==> src/hw/rtl/isms_pkg.sv <==
// Shared types and constants for the Ising Metropolis site update block.
package isms_pkg;

    localparam int STORE_AW   = 12;              // spin store address width
    localparam int STORE_CW   = STORE_AW + 1;    // clear counter, holds the depth
    localparam int NADDR_W    = 32;              // neighbour index width before range check
    localparam int WEIGHT_W   = 33;
    localparam int RAND_W     = 32;
    localparam int KIND_W     = 2;
    localparam int TOTAL_W    = 4;
    localparam int CFG_IDX_W  = 2;
    localparam int RECIP_SHIFT = 24;             // reciprocal scaling for divide by side
    localparam int PROD_W     = 36;

    localparam logic [KIND_W-1:0] KIND_UPDATE = 2'd0;
    localparam logic [KIND_W-1:0] KIND_READ   = 2'd1;
    localparam logic [KIND_W-1:0] KIND_LOAD   = 2'd2;

    localparam logic [CFG_IDX_W-1:0] CFG_WEIGHT_ONE   = 2'd0;
    localparam logic [CFG_IDX_W-1:0] CFG_WEIGHT_TWO   = 2'd1;
    localparam logic [CFG_IDX_W-1:0] CFG_WEIGHT_THREE = 2'd2;

    localparam logic [WEIGHT_W-1:0] WEIGHT_RESET = 33'h1_0000_0000;

    typedef struct packed {
        logic [WEIGHT_W-1:0] w_one;
        logic [WEIGHT_W-1:0] w_two;
        logic [WEIGHT_W-1:0] w_three;
    } weights_t;

    typedef struct packed {
        logic                en;
        logic                we;
        logic [STORE_AW-1:0] addr;
        logic                wdata;
    } mem_req_t;

endpackage

==> src/hw/rtl/isms_if.sv <==
// Valid/ready channel interfaces for update items and results.
interface isms_item_if;
    logic                          valid;
    logic                          ready;
    logic [isms_pkg::KIND_W-1:0]   kind;
    logic [isms_pkg::STORE_AW-1:0] site_index;
    logic [isms_pkg::RAND_W-1:0]   random_fraction;
    logic                          load_value;

    modport source (output valid, kind, site_index, random_fraction, load_value, input ready);
    modport sink   (input valid, kind, site_index, random_fraction, load_value, output ready);
endinterface

interface isms_result_if;
    logic                               valid;
    logic                               ready;
    logic                               accepted;
    logic                               spin_after;
    logic signed [isms_pkg::TOTAL_W-1:0] neighbour_total;

    modport source (output valid, accepted, spin_after, neighbour_total, input ready);
    modport sink   (input valid, accepted, spin_after, neighbour_total, output ready);
endinterface

==> src/hw/rtl/isms_seq.sv <==
// Sequencer and shared datapath: coordinate split, neighbour reads, Metropolis decision.
module isms_seq
#(
    parameter int DIMENSIONS  = 2,
    parameter int SIDE_LENGTH = 64
)
(
    input  logic                clk,
    input  logic                rst_n,
    isms_item_if.sink           item,
    isms_result_if.source       result,
    input  isms_pkg::weights_t  weights,
    output isms_pkg::mem_req_t  mem_req,
    input  logic                mem_rdata,
    input  logic                store_busy
);

    localparam int AW = isms_pkg::STORE_AW;
    localparam int NW = isms_pkg::NADDR_W;
    localparam int TW = isms_pkg::TOTAL_W;
    localparam int CW = $clog2(SIDE_LENGTH);
    localparam int RECIP = (2 ** isms_pkg::RECIP_SHIFT + SIDE_LENGTH - 1) / SIDE_LENGTH;

    function automatic int calc_sites();
        longint v;
        v = 1;
        for (int d = 0; d < DIMENSIONS; d++)
        begin
            v = v * SIDE_LENGTH;
            if (v > 2 ** AW)
            begin
                v = 2 ** AW;
            end
        end
        return int'(v);
    endfunction

    localparam logic [isms_pkg::STORE_CW-1:0] SITE_LIMIT = isms_pkg::STORE_CW'(calc_sites());

    localparam logic [NW-1:0] STRIDE_0 = NW'(1);
    localparam logic [NW-1:0] STRIDE_1 = NW'(SIDE_LENGTH);
    localparam logic [NW-1:0] STRIDE_2 = NW'(SIDE_LENGTH * SIDE_LENGTH);
    localparam logic [NW-1:0] WRAP_0   = NW'(SIDE_LENGTH - 1);
    localparam logic [NW-1:0] WRAP_1   = NW'((SIDE_LENGTH - 1) * SIDE_LENGTH);
    localparam logic [NW-1:0] WRAP_2   = NW'((SIDE_LENGTH - 1) * SIDE_LENGTH * SIDE_LENGTH);
    localparam logic [CW-1:0] COORD_MAX = CW'(SIDE_LENGTH - 1);
    localparam logic [1:0]    DIM_LAST  = 2'(DIMENSIONS - 1);

    localparam logic [3:0] ST_IDLE = 4'd0;
    localparam logic [3:0] ST_SITE = 4'd1;
    localparam logic [3:0] ST_RD   = 4'd2;
    localparam logic [3:0] ST_MUL  = 4'd3;
    localparam logic [3:0] ST_DIG  = 4'd4;
    localparam logic [3:0] ST_UP   = 4'd5;
    localparam logic [3:0] ST_DN   = 4'd6;
    localparam logic [3:0] ST_DEC  = 4'd7;
    localparam logic [3:0] ST_DONE = 4'd8;

    logic [3:0]  state_reg;
    logic [3:0]  state_next;
    logic        out_valid_reg;
    logic        out_valid_next;

    logic [isms_pkg::KIND_W-1:0] kind_reg;
    logic [AW-1:0]               site_reg;
    logic [isms_pkg::RAND_W-1:0] rnd_reg;
    logic                        load_reg;
    logic [AW-1:0]               rem_reg;
    logic [isms_pkg::PROD_W-1:0] prod_reg;
    logic [CW-1:0]               coord_reg;
    logic [1:0]                  dim_reg;
    logic signed [TW-1:0]        total_reg;
    logic                        spin_reg;
    logic [AW-1:0]               dn_addr_reg;
    logic                        up_oob_reg;
    logic                        dn_oob_reg;
    logic                        res_acc_reg;
    logic                        res_spin_reg;
    logic signed [TW-1:0]        res_total_reg;
    logic                        out_acc_reg;
    logic                        out_spin_reg;
    logic signed [TW-1:0]        out_total_reg;

    logic                        take;
    logic                        out_load;
    logic                        in_range;
    logic [AW-1:0]               quot;
    logic [AW-1:0]               qside;
    logic [NW-1:0]               stride;
    logic [NW-1:0]               wrap;
    logic [NW-1:0]               up_addr;
    logic [NW-1:0]               dn_addr;
    logic signed [TW-1:0]        up_term;
    logic signed [TW-1:0]        dn_term;
    logic signed [TW-1:0]        total_fin;
    logic signed [TW-1:0]        k_val;
    logic                        k_pos;
    logic [isms_pkg::WEIGHT_W-1:0] weight;
    logic                        flip;

    assign take     = item.valid && item.ready;
    assign out_load = (state_reg == ST_DONE) && (!out_valid_reg || result.ready);
    assign in_range = {1'b0, site_reg} < SITE_LIMIT;

    assign item.ready             = (state_reg == ST_IDLE) && !store_busy;
    assign result.valid           = out_valid_reg;
    assign result.accepted        = out_acc_reg;
    assign result.spin_after      = out_spin_reg;
    assign result.neighbour_total = out_total_reg;

    // divide by side through the reciprocal, exact for 12-bit dividends
    assign quot  = prod_reg[isms_pkg::RECIP_SHIFT +: AW];
    assign qside = AW'(24'(quot) * 24'(SIDE_LENGTH));

    always_comb
    begin
        unique case (dim_reg)
            2'd0:
            begin
                stride = STRIDE_0;
                wrap   = WRAP_0;
            end
            2'd1:
            begin
                stride = STRIDE_1;
                wrap   = WRAP_1;
            end
            default:
            begin
                stride = STRIDE_2;
                wrap   = WRAP_2;
            end
        endcase
    end

    assign up_addr = (coord_reg == COORD_MAX) ? NW'(site_reg) - wrap : NW'(site_reg) + stride;
    assign dn_addr = (coord_reg == '0) ? NW'(site_reg) + wrap : NW'(site_reg) - stride;

    // neighbours beyond the store count as +1
    assign up_term = (up_oob_reg || mem_rdata) ? TW'(1) : -TW'(1);
    assign dn_term = (dn_oob_reg || mem_rdata) ? TW'(1) : -TW'(1);

    assign total_fin = total_reg + dn_term;
    assign k_val     = spin_reg ? total_fin : -total_fin;
    assign k_pos     = !k_val[TW-1] && (k_val != '0);

    always_comb
    begin
        unique case (k_val[2:1])
            2'd1:    weight = weights.w_one;
            2'd2:    weight = weights.w_two;
            default: weight = weights.w_three;
        endcase
    end

    assign flip = !k_pos || ({1'b0, rnd_reg} <= weight);

    always_comb
    begin
        state_next = state_reg;
        mem_req    = '0;
        unique case (state_reg)
            ST_IDLE:
            begin
                if (take)
                begin
                    state_next = ST_SITE;
                end
            end
            ST_SITE:
            begin
                if (!in_range)
                begin
                    state_next = ST_DONE;
                end
                else if (kind_reg == isms_pkg::KIND_LOAD)
                begin
                    mem_req.en    = 1'b1;
                    mem_req.we    = 1'b1;
                    mem_req.addr  = site_reg;
                    mem_req.wdata = load_reg;
                    state_next    = ST_DONE;
                end
                else
                begin
                    mem_req.en   = 1'b1;
                    mem_req.addr = site_reg;
                    state_next   = (kind_reg == isms_pkg::KIND_UPDATE) ? ST_MUL : ST_RD;
                end
            end
            ST_RD:   state_next = ST_DONE;
            ST_MUL:  state_next = ST_DIG;
            ST_DIG:  state_next = ST_UP;
            ST_UP:
            begin
                mem_req.en   = (up_addr[NW-1:AW] == '0);
                mem_req.addr = up_addr[AW-1:0];
                state_next   = ST_DN;
            end
            ST_DN:
            begin
                mem_req.en   = !dn_oob_reg;
                mem_req.addr = dn_addr_reg;
                state_next   = (dim_reg == DIM_LAST) ? ST_DEC : ST_MUL;
            end
            ST_DEC:
            begin
                mem_req.en    = flip;
                mem_req.we    = 1'b1;
                mem_req.addr  = site_reg;
                mem_req.wdata = !spin_reg;
                state_next    = ST_DONE;
            end
            ST_DONE:
            begin
                if (out_load)
                begin
                    state_next = ST_IDLE;
                end
            end
            default: state_next = ST_IDLE;
        endcase
    end

    always_comb
    begin
        out_valid_next = out_valid_reg;
        if (out_load)
        begin
            out_valid_next = 1'b1;
        end
        else if (result.ready)
        begin
            out_valid_next = 1'b0;
        end
    end

    always_ff @(posedge clk or negedge rst_n)
    begin
        if (!rst_n)
        begin
            state_reg     <= ST_IDLE;
            out_valid_reg <= 1'b0;
        end
        else
        begin
            state_reg     <= state_next;
            out_valid_reg <= out_valid_next;
        end
    end

    always_ff @(posedge clk)
    begin
        unique case (state_reg)
            ST_IDLE:
            begin
                kind_reg  <= item.kind;
                site_reg  <= item.site_index;
                rnd_reg   <= item.random_fraction;
                load_reg  <= item.load_value;
                rem_reg   <= item.site_index;
                dim_reg   <= '0;
                total_reg <= '0;
            end
            ST_SITE:
            begin
                res_acc_reg   <= 1'b0;
                res_spin_reg  <= in_range && load_reg;
                res_total_reg <= '0;
            end
            ST_RD:
            begin
                res_spin_reg <= mem_rdata;
            end
            ST_MUL:
            begin
                prod_reg <= isms_pkg::PROD_W'(rem_reg) * isms_pkg::PROD_W'(RECIP);
                if (dim_reg == '0)
                begin
                    spin_reg <= mem_rdata;
                end
                else
                begin
                    total_reg <= total_reg + dn_term;
                end
            end
            ST_DIG:
            begin
                coord_reg <= CW'(rem_reg - qside);
                rem_reg   <= quot;
            end
            ST_UP:
            begin
                up_oob_reg  <= (up_addr[NW-1:AW] != '0);
                dn_oob_reg  <= (dn_addr[NW-1:AW] != '0);
                dn_addr_reg <= dn_addr[AW-1:0];
            end
            ST_DN:
            begin
                total_reg <= total_reg + up_term;
                dim_reg   <= dim_reg + 1'b1;
            end
            ST_DEC:
            begin
                res_acc_reg   <= flip;
                res_spin_reg  <= flip ? !spin_reg : spin_reg;
                res_total_reg <= total_fin;
            end
            default:
            begin
                if (out_load)
                begin
                    out_acc_reg   <= res_acc_reg;
                    out_spin_reg  <= res_spin_reg;
                    out_total_reg <= res_total_reg;
                end
            end
        endcase
    end

endmodule

==> src/flat_wrapper.sv <==
// flat-port wrapper written by rule: the top's interface ports become plain ports
module isms_seq_flat 
#(
    parameter int DIMENSIONS  = 2,
    parameter int SIDE_LENGTH = 64
)
  (clk, rst_n, weights, mem_req, mem_rdata, store_busy, item_valid, item_kind, item_site_index, item_random_fraction, item_load_value, item_ready, result_valid, result_accepted, result_spin_after, result_neighbour_total, result_ready);
  isms_item_if item_i ();
  isms_result_if result_i ();
  input  logic clk;
  input  logic rst_n;
  input  isms_pkg::weights_t weights;
  output isms_pkg::mem_req_t mem_req;
  input  logic mem_rdata;
  input  logic store_busy;
  input wire logic [$bits(item_i.valid)-1:0] item_valid;
  input wire logic [$bits(item_i.kind)-1:0] item_kind;
  input wire logic [$bits(item_i.site_index)-1:0] item_site_index;
  input wire logic [$bits(item_i.random_fraction)-1:0] item_random_fraction;
  input wire logic [$bits(item_i.load_value)-1:0] item_load_value;
  output wire logic [$bits(item_i.ready)-1:0] item_ready;
  output wire logic [$bits(result_i.valid)-1:0] result_valid;
  output wire logic [$bits(result_i.accepted)-1:0] result_accepted;
  output wire logic [$bits(result_i.spin_after)-1:0] result_spin_after;
  output wire logic [$bits(result_i.neighbour_total)-1:0] result_neighbour_total;
  input wire logic [$bits(result_i.ready)-1:0] result_ready;
  assign item_i.valid = item_valid;
  assign item_i.kind = item_kind;
  assign item_i.site_index = item_site_index;
  assign item_i.random_fraction = item_random_fraction;
  assign item_i.load_value = item_load_value;
  assign item_ready = item_i.ready;
  assign result_valid = result_i.valid;
  assign result_accepted = result_i.accepted;
  assign result_spin_after = result_i.spin_after;
  assign result_neighbour_total = result_i.neighbour_total;
  assign result_i.ready = result_ready;
  isms_seq #(.DIMENSIONS(DIMENSIONS), .SIDE_LENGTH(SIDE_LENGTH)) u_core (.clk(clk), .rst_n(rst_n), .item(item_i), .result(result_i), .weights(weights), .mem_req(mem_req), .mem_rdata(mem_rdata), .store_busy(store_busy));
endmodule
==> config.mk <==
export PLATFORM = sky130hd
export DESIGN_NAME = isms_seq_flat
export DESIGN_NICKNAME = d
export VERILOG_FILES = /design/src/hw/rtl/isms_pkg.sv /design/src/hw/rtl/isms_if.sv /design/src/hw/rtl/isms_seq.sv /design/src/flat_wrapper.sv
export SDC_FILE = /design/constraint.sdc
export NUM_CORES = 1
export LEC_CHECK = 0
export ABC_AREA = 1
export ABC_CLOCK_PERIOD_IN_PS = 3900
export BUFFER_PORTS_ARGS = -buffer_cell sky130_fd_sc_hd__buf_2
export CORE_AREA = 8 8 134 136
export CTS_CLUSTER_DIAMETER = 200
export DETAILED_ROUTE_END_ITERATION = 7
export DIE_AREA = 0 0 142 144
export PLACE_DENSITY = 0.86
export SYNTH_ARGS = -nofsm -noshare
export SYNTH_HDL_FRONTEND = slang
export SYNTH_SLANG_ARGS = --single-unit
export TNS_END_PERCENT = 1
==> constraint.sdc <==
create_clock -name clk -period 3.9 [get_ports clk]
set_input_delay 0.195 -clock clk [delete_from_list [all_inputs] [get_ports clk]]
set_output_delay 0.195 -clock clk [all_outputs]
set_load 0.02 [all_outputs]
==> impl.org <==
** Yosys
- Summed over its instances, the top area cell type makes up between 40 and 50% of the synthesized netlist area.
- Distinct cells, synth :: just under 50
- The synthesized netlist occupies a cell area of about 7700 um^2.
- Synth async-reset ratio :: approximately 4.6%
- After synthesis, the mean cell area works out to between 8 and 9 um^2.
- Post-synthesis sequential element count :: between 100 and 150
- The Yosys step of the flow raised 0 warnings.
- Top cell type by total area after synthesis :: sky130_fd_sc_hd__edfxtp_1
- Among all flip-flop cells after synthesis, the most frequent one is sky130_fd_sc_hd__edfxtp_1.
- Number of flops mapped to enable cells by yosys :: 104
- Sorting the synthesized cells by area gives the leading types as sky130_fd_sc_hd__edfxtp_1 (40%), sky130_fd_sc_hd__ha_1 (11%), sky130_fd_sc_hd__nand2_1 (9.1%).
- After synthesis, flip-flops and latches occupy a little over two fifths of the total area.
- After technology mapping, the gate count stands at just over 900.
- The number of nets handed over by synthesis was about 1100.

** Clock tree
- Depth of the CTS H-tree :: 3
- Clk pin slew, worst setup/hold paths :: ~80 ps
- TritonCTS built the clock tree.
- Skew-Pair Late Insertion Delay :: ~350 ps
- Total number of clock tree sinks :: roughly 110
- Root Driver :: sky130_fd_sc_hd__clkbuf_16
- Counting along the longest clock path gives a buffer depth of 2.
- Buffers inserted during clock tree synthesis total 9.

** Cells and area
- The library cells used most frequently in the layout, excluding fill and tap cells, are sky130_fd_sc_hd__nand2_1 (178), sky130_fd_sc_hd__buf_2 (173), sky130_fd_sc_hd__edfxtp_1 (104).
- Relative to the synthesized area, the layout overhead comes to 25.7%.
- Most common cell after layout, fill and taps aside :: sky130_fd_sc_hd__nand2_1
- At the end of the flow, the number of nets in the layout was ~1300.
- The register with the most flip-flops in the layout has 32 of them.
- In the final layout, the share of cells above drive strength 1 is a little over a quarter.

** Setup path
- The worst setup path is captured at an output pin.
- Maximum net fanout on the critical path :: 33
- Setup slack of the most critical reg-to-reg path :: 80 ps
- The worst setup path is launched from a flop.
- Most frequent cell on the critical path :: sky130_fd_sc_hd__nand2_2
- STA puts the critical path data required time at about 3700 ps.
- Capture instance of the worst register-to-register path :: u_core.res_spin_reg
- For this design, the slowest cell found on the critical path is sky130_fd_sc_hd__edfxtp_1.
- Crit path buffers/inverters :: 5
- The setup path with the least slack is of type flop to output pin.
- The number of cells on the worst reg-to-reg path is 27.
- The startpoint identified for the worst register-to-register timing path is u_core.dn_oob_reg.
- Data on the critical path arrives at its endpoint at ~4000 ps.
- In this design, the stage delay of the slowest critical-path cell is about 450 ps.
- Grouping stages by cell kind, the critical path spends the most delay in simple AND/OR/NAND/NOR gates.

** Outcome
- Violated checks :: negative setup slack
- The run finished, with violations left.

** Power and ir drop
- The completed layout was analyzed and its total power is between 10 and 15 mW.
- IR analysis of the VDD net gives a maximum drop of approximately 0.81 mV.
- Static leakage power :: around 4.5 nW
- Power Density :: 1090 nW/um^2

** Floorplan
- The floorplan step set the die width to ~140 um.
- The floorplan step defined a die boundary enclosing 20400 um^2.
- Row generation in the floorplan step produced 47 rows.
- The total area inside the core boundary comes to 16100 um^2.
- Effective utilization at floorplan :: around 48%
- In this run the vertical extent of the chip is ~140 um.
- Count of pins on the block boundary :: approximately 180

** STA
- Setup slack after layout :: -294 ps
- Final critical delay including setup and external delays :: 4190 ps
- The number of max-slew violations in the final report was 0.
- Worst clock skew on the final layout :: between 8 and 9 ps
- Setup repair after global routing missed its margin :: yes
- Relative slew slack :: 25.0%
- After layout, the worst path uses 108% of the clock period.
- For the pin with the worst max-slew slack, the measured transition is between 1000 and 1500 ps.
- Timing would allow up to about 240 MHz.
- Final setup violation count :: 1
- The final count of hold timing violations was 0.
- Accumulated negative setup slack :: -294 ps

** Min path
- In this run the worst hold path is classified as input port to flop.
- Along the worst hold path, the cell count comes to 1.
- Hold wc startpoint :: item_kind[1]
- Hold Path Sink :: u_core.kind_reg[1]

** Drt
- The first routing iteration left 691 violations.
- Average wire length per cell after detail routing :: around 18 um
- Overall routed net length :: roughly 25000 um
- After detailed routing, the number of vias per cell comes to 5.56.
- Number of nets still failing antenna checks after routing :: 0
- DRC Markers :: 0
- The routed layout has roughly 7400 vias.
- Detailed-router iteration count before antenna repair :: 5

** Global route
- Entering global routing, the biggest net connects 48 pins.
- First-pass GRT wire length :: approximately 38000 um
- The initial antenna violation count was 1.
- The number of global-route vias before repair was about 7300.
- GRT Overall Usage :: 24.0%
- Global routing finished with a remaining overflow of 0.

** Placement
- Setup WS pre-CTS :: -143 ps
- Final GP Congestion :: 0.984
- Total of buffers placed on input and output ports :: 174
- HPWL after DPL :: about 19000 um

** Flow run
- Max-cap violations in this run came to 0.
-- kinds of logic after synthesis --
family          after synthesis  share of synthesized area [%]
simple gates                384                           21.8
fa+ha+maj                    69                           11.5
flops                       109                           42.1
xor+xnor                     11                           1.25
buf+inv                     137                           7.06
mux                           2                          0.260
compound gates              201                           16.1
-- synthesized netlist by cell type, types with 5 or more instances --
cell type,n
sky130_fd_sc_hd__a21oi_1,66
sky130_fd_sc_hd__a221o_1,20
sky130_fd_sc_hd__a22oi_1,10
sky130_fd_sc_hd__buf_2,8
sky130_fd_sc_hd__buf_4,5
sky130_fd_sc_hd__clkbuf_1,13
sky130_fd_sc_hd__dfrtp_1,5
sky130_fd_sc_hd__edfxtp_1,104
sky130_fd_sc_hd__ha_1,66
sky130_fd_sc_hd__inv_1,101
sky130_fd_sc_hd__inv_2,7
sky130_fd_sc_hd__nand2_1,188
sky130_fd_sc_hd__nand2_2,8
sky130_fd_sc_hd__nand3_1,44
sky130_fd_sc_hd__nand3_2,5
sky130_fd_sc_hd__nand4_1,12
sky130_fd_sc_hd__nor2_1,93
sky130_fd_sc_hd__nor3_1,17
sky130_fd_sc_hd__o21ai_0,66
sky130_fd_sc_hd__o2bb2ai_1,12
sky130_fd_sc_hd__xor2_1,10
-- cell type report --
cell class | instances | area [um^2]
fill | 1345 | 6360
multi-input combinational | 667 | 4080
sequential | 109 | 3250
timing repair buffer | 217 | 1350
inverter | 108 | 405
tap | 220 | 275
clock buffer | 9 | 225
clock inverter | 7 | 101
antenna | 2 | 5.00
-- per-stage QoR --
step	util (%)	std cells	cell area, um^2	hold WS, ps
2_1_floorplan	-	913	7710	-101
3_3_place_gp	55.9	1304	8970	10.7
3_5_place_dp	55.9	1304	8970	11.6
4_1_cts	59.8	1335	9600	0.0235
5_1_grt	60.4	1338	9690	0.811
6_report	60.4	1339	9690	9.86
-- per-layer routing --
layer	part of all wire (%)	track usage, %	up-vias
met5	0	0	-
met4	3.7	10.2	0
met3	9.8	5.91	66
met2	48	41.2	365
met1	39	28.1	3425
li1	-	-	3587
-- worst register-to-register path: cells and delay by family, from the launching register on --
kind	cells	cell delay, ps
DFF	1	420
buffers and inverters	6	760
adders and majority gates	3	830
AOI/OAI and AO/OA	6	760
and+or+nand+nor	12	820
-- power breakdown --
group | internal, mW | total, mW | switching (mW)
logic | 3.07 | 7.49 | 4.42
registers | 1.86 | 2.12 | 0.257
clock network | 0.520 | 0.985 | 0.465
total | 5.45 | 10.6 | 5.15
-- worst max-delay path by stage --
| stage | start | to | slack, ps | depth (start not counted) |
|---|---|---|---|---|
| after global placement | u_core.dn_oob_reg | mem_req[14] | -30 | 27 |
| after CTS | u_core.dn_oob_reg | mem_req[14] | -290 | 25 |
| final | u_core.dn_oob_reg | mem_req[14] | -290 | 26 |
| after detailed placement | u_core.dn_oob_reg | mem_req[14] | -140 | 28 |
| after floorplan | u_core.state_reg[1] | u_core.state_reg[0] | 120 | 7 |
| after global routing | u_core.dn_oob_reg | mem_req[14] | -560 | 28 |
-- repair_timing --
item	in CTS	in global routing
resized for setup	29	24
pin swaps	17	12
endpoints found under the hold margin	12	0
hold buffers	8	0
gates cloned	3	0
setup endpoints to repair	2	3
setup buffers	4	2
No activity file was read; power rests on OpenSTA's default activity.
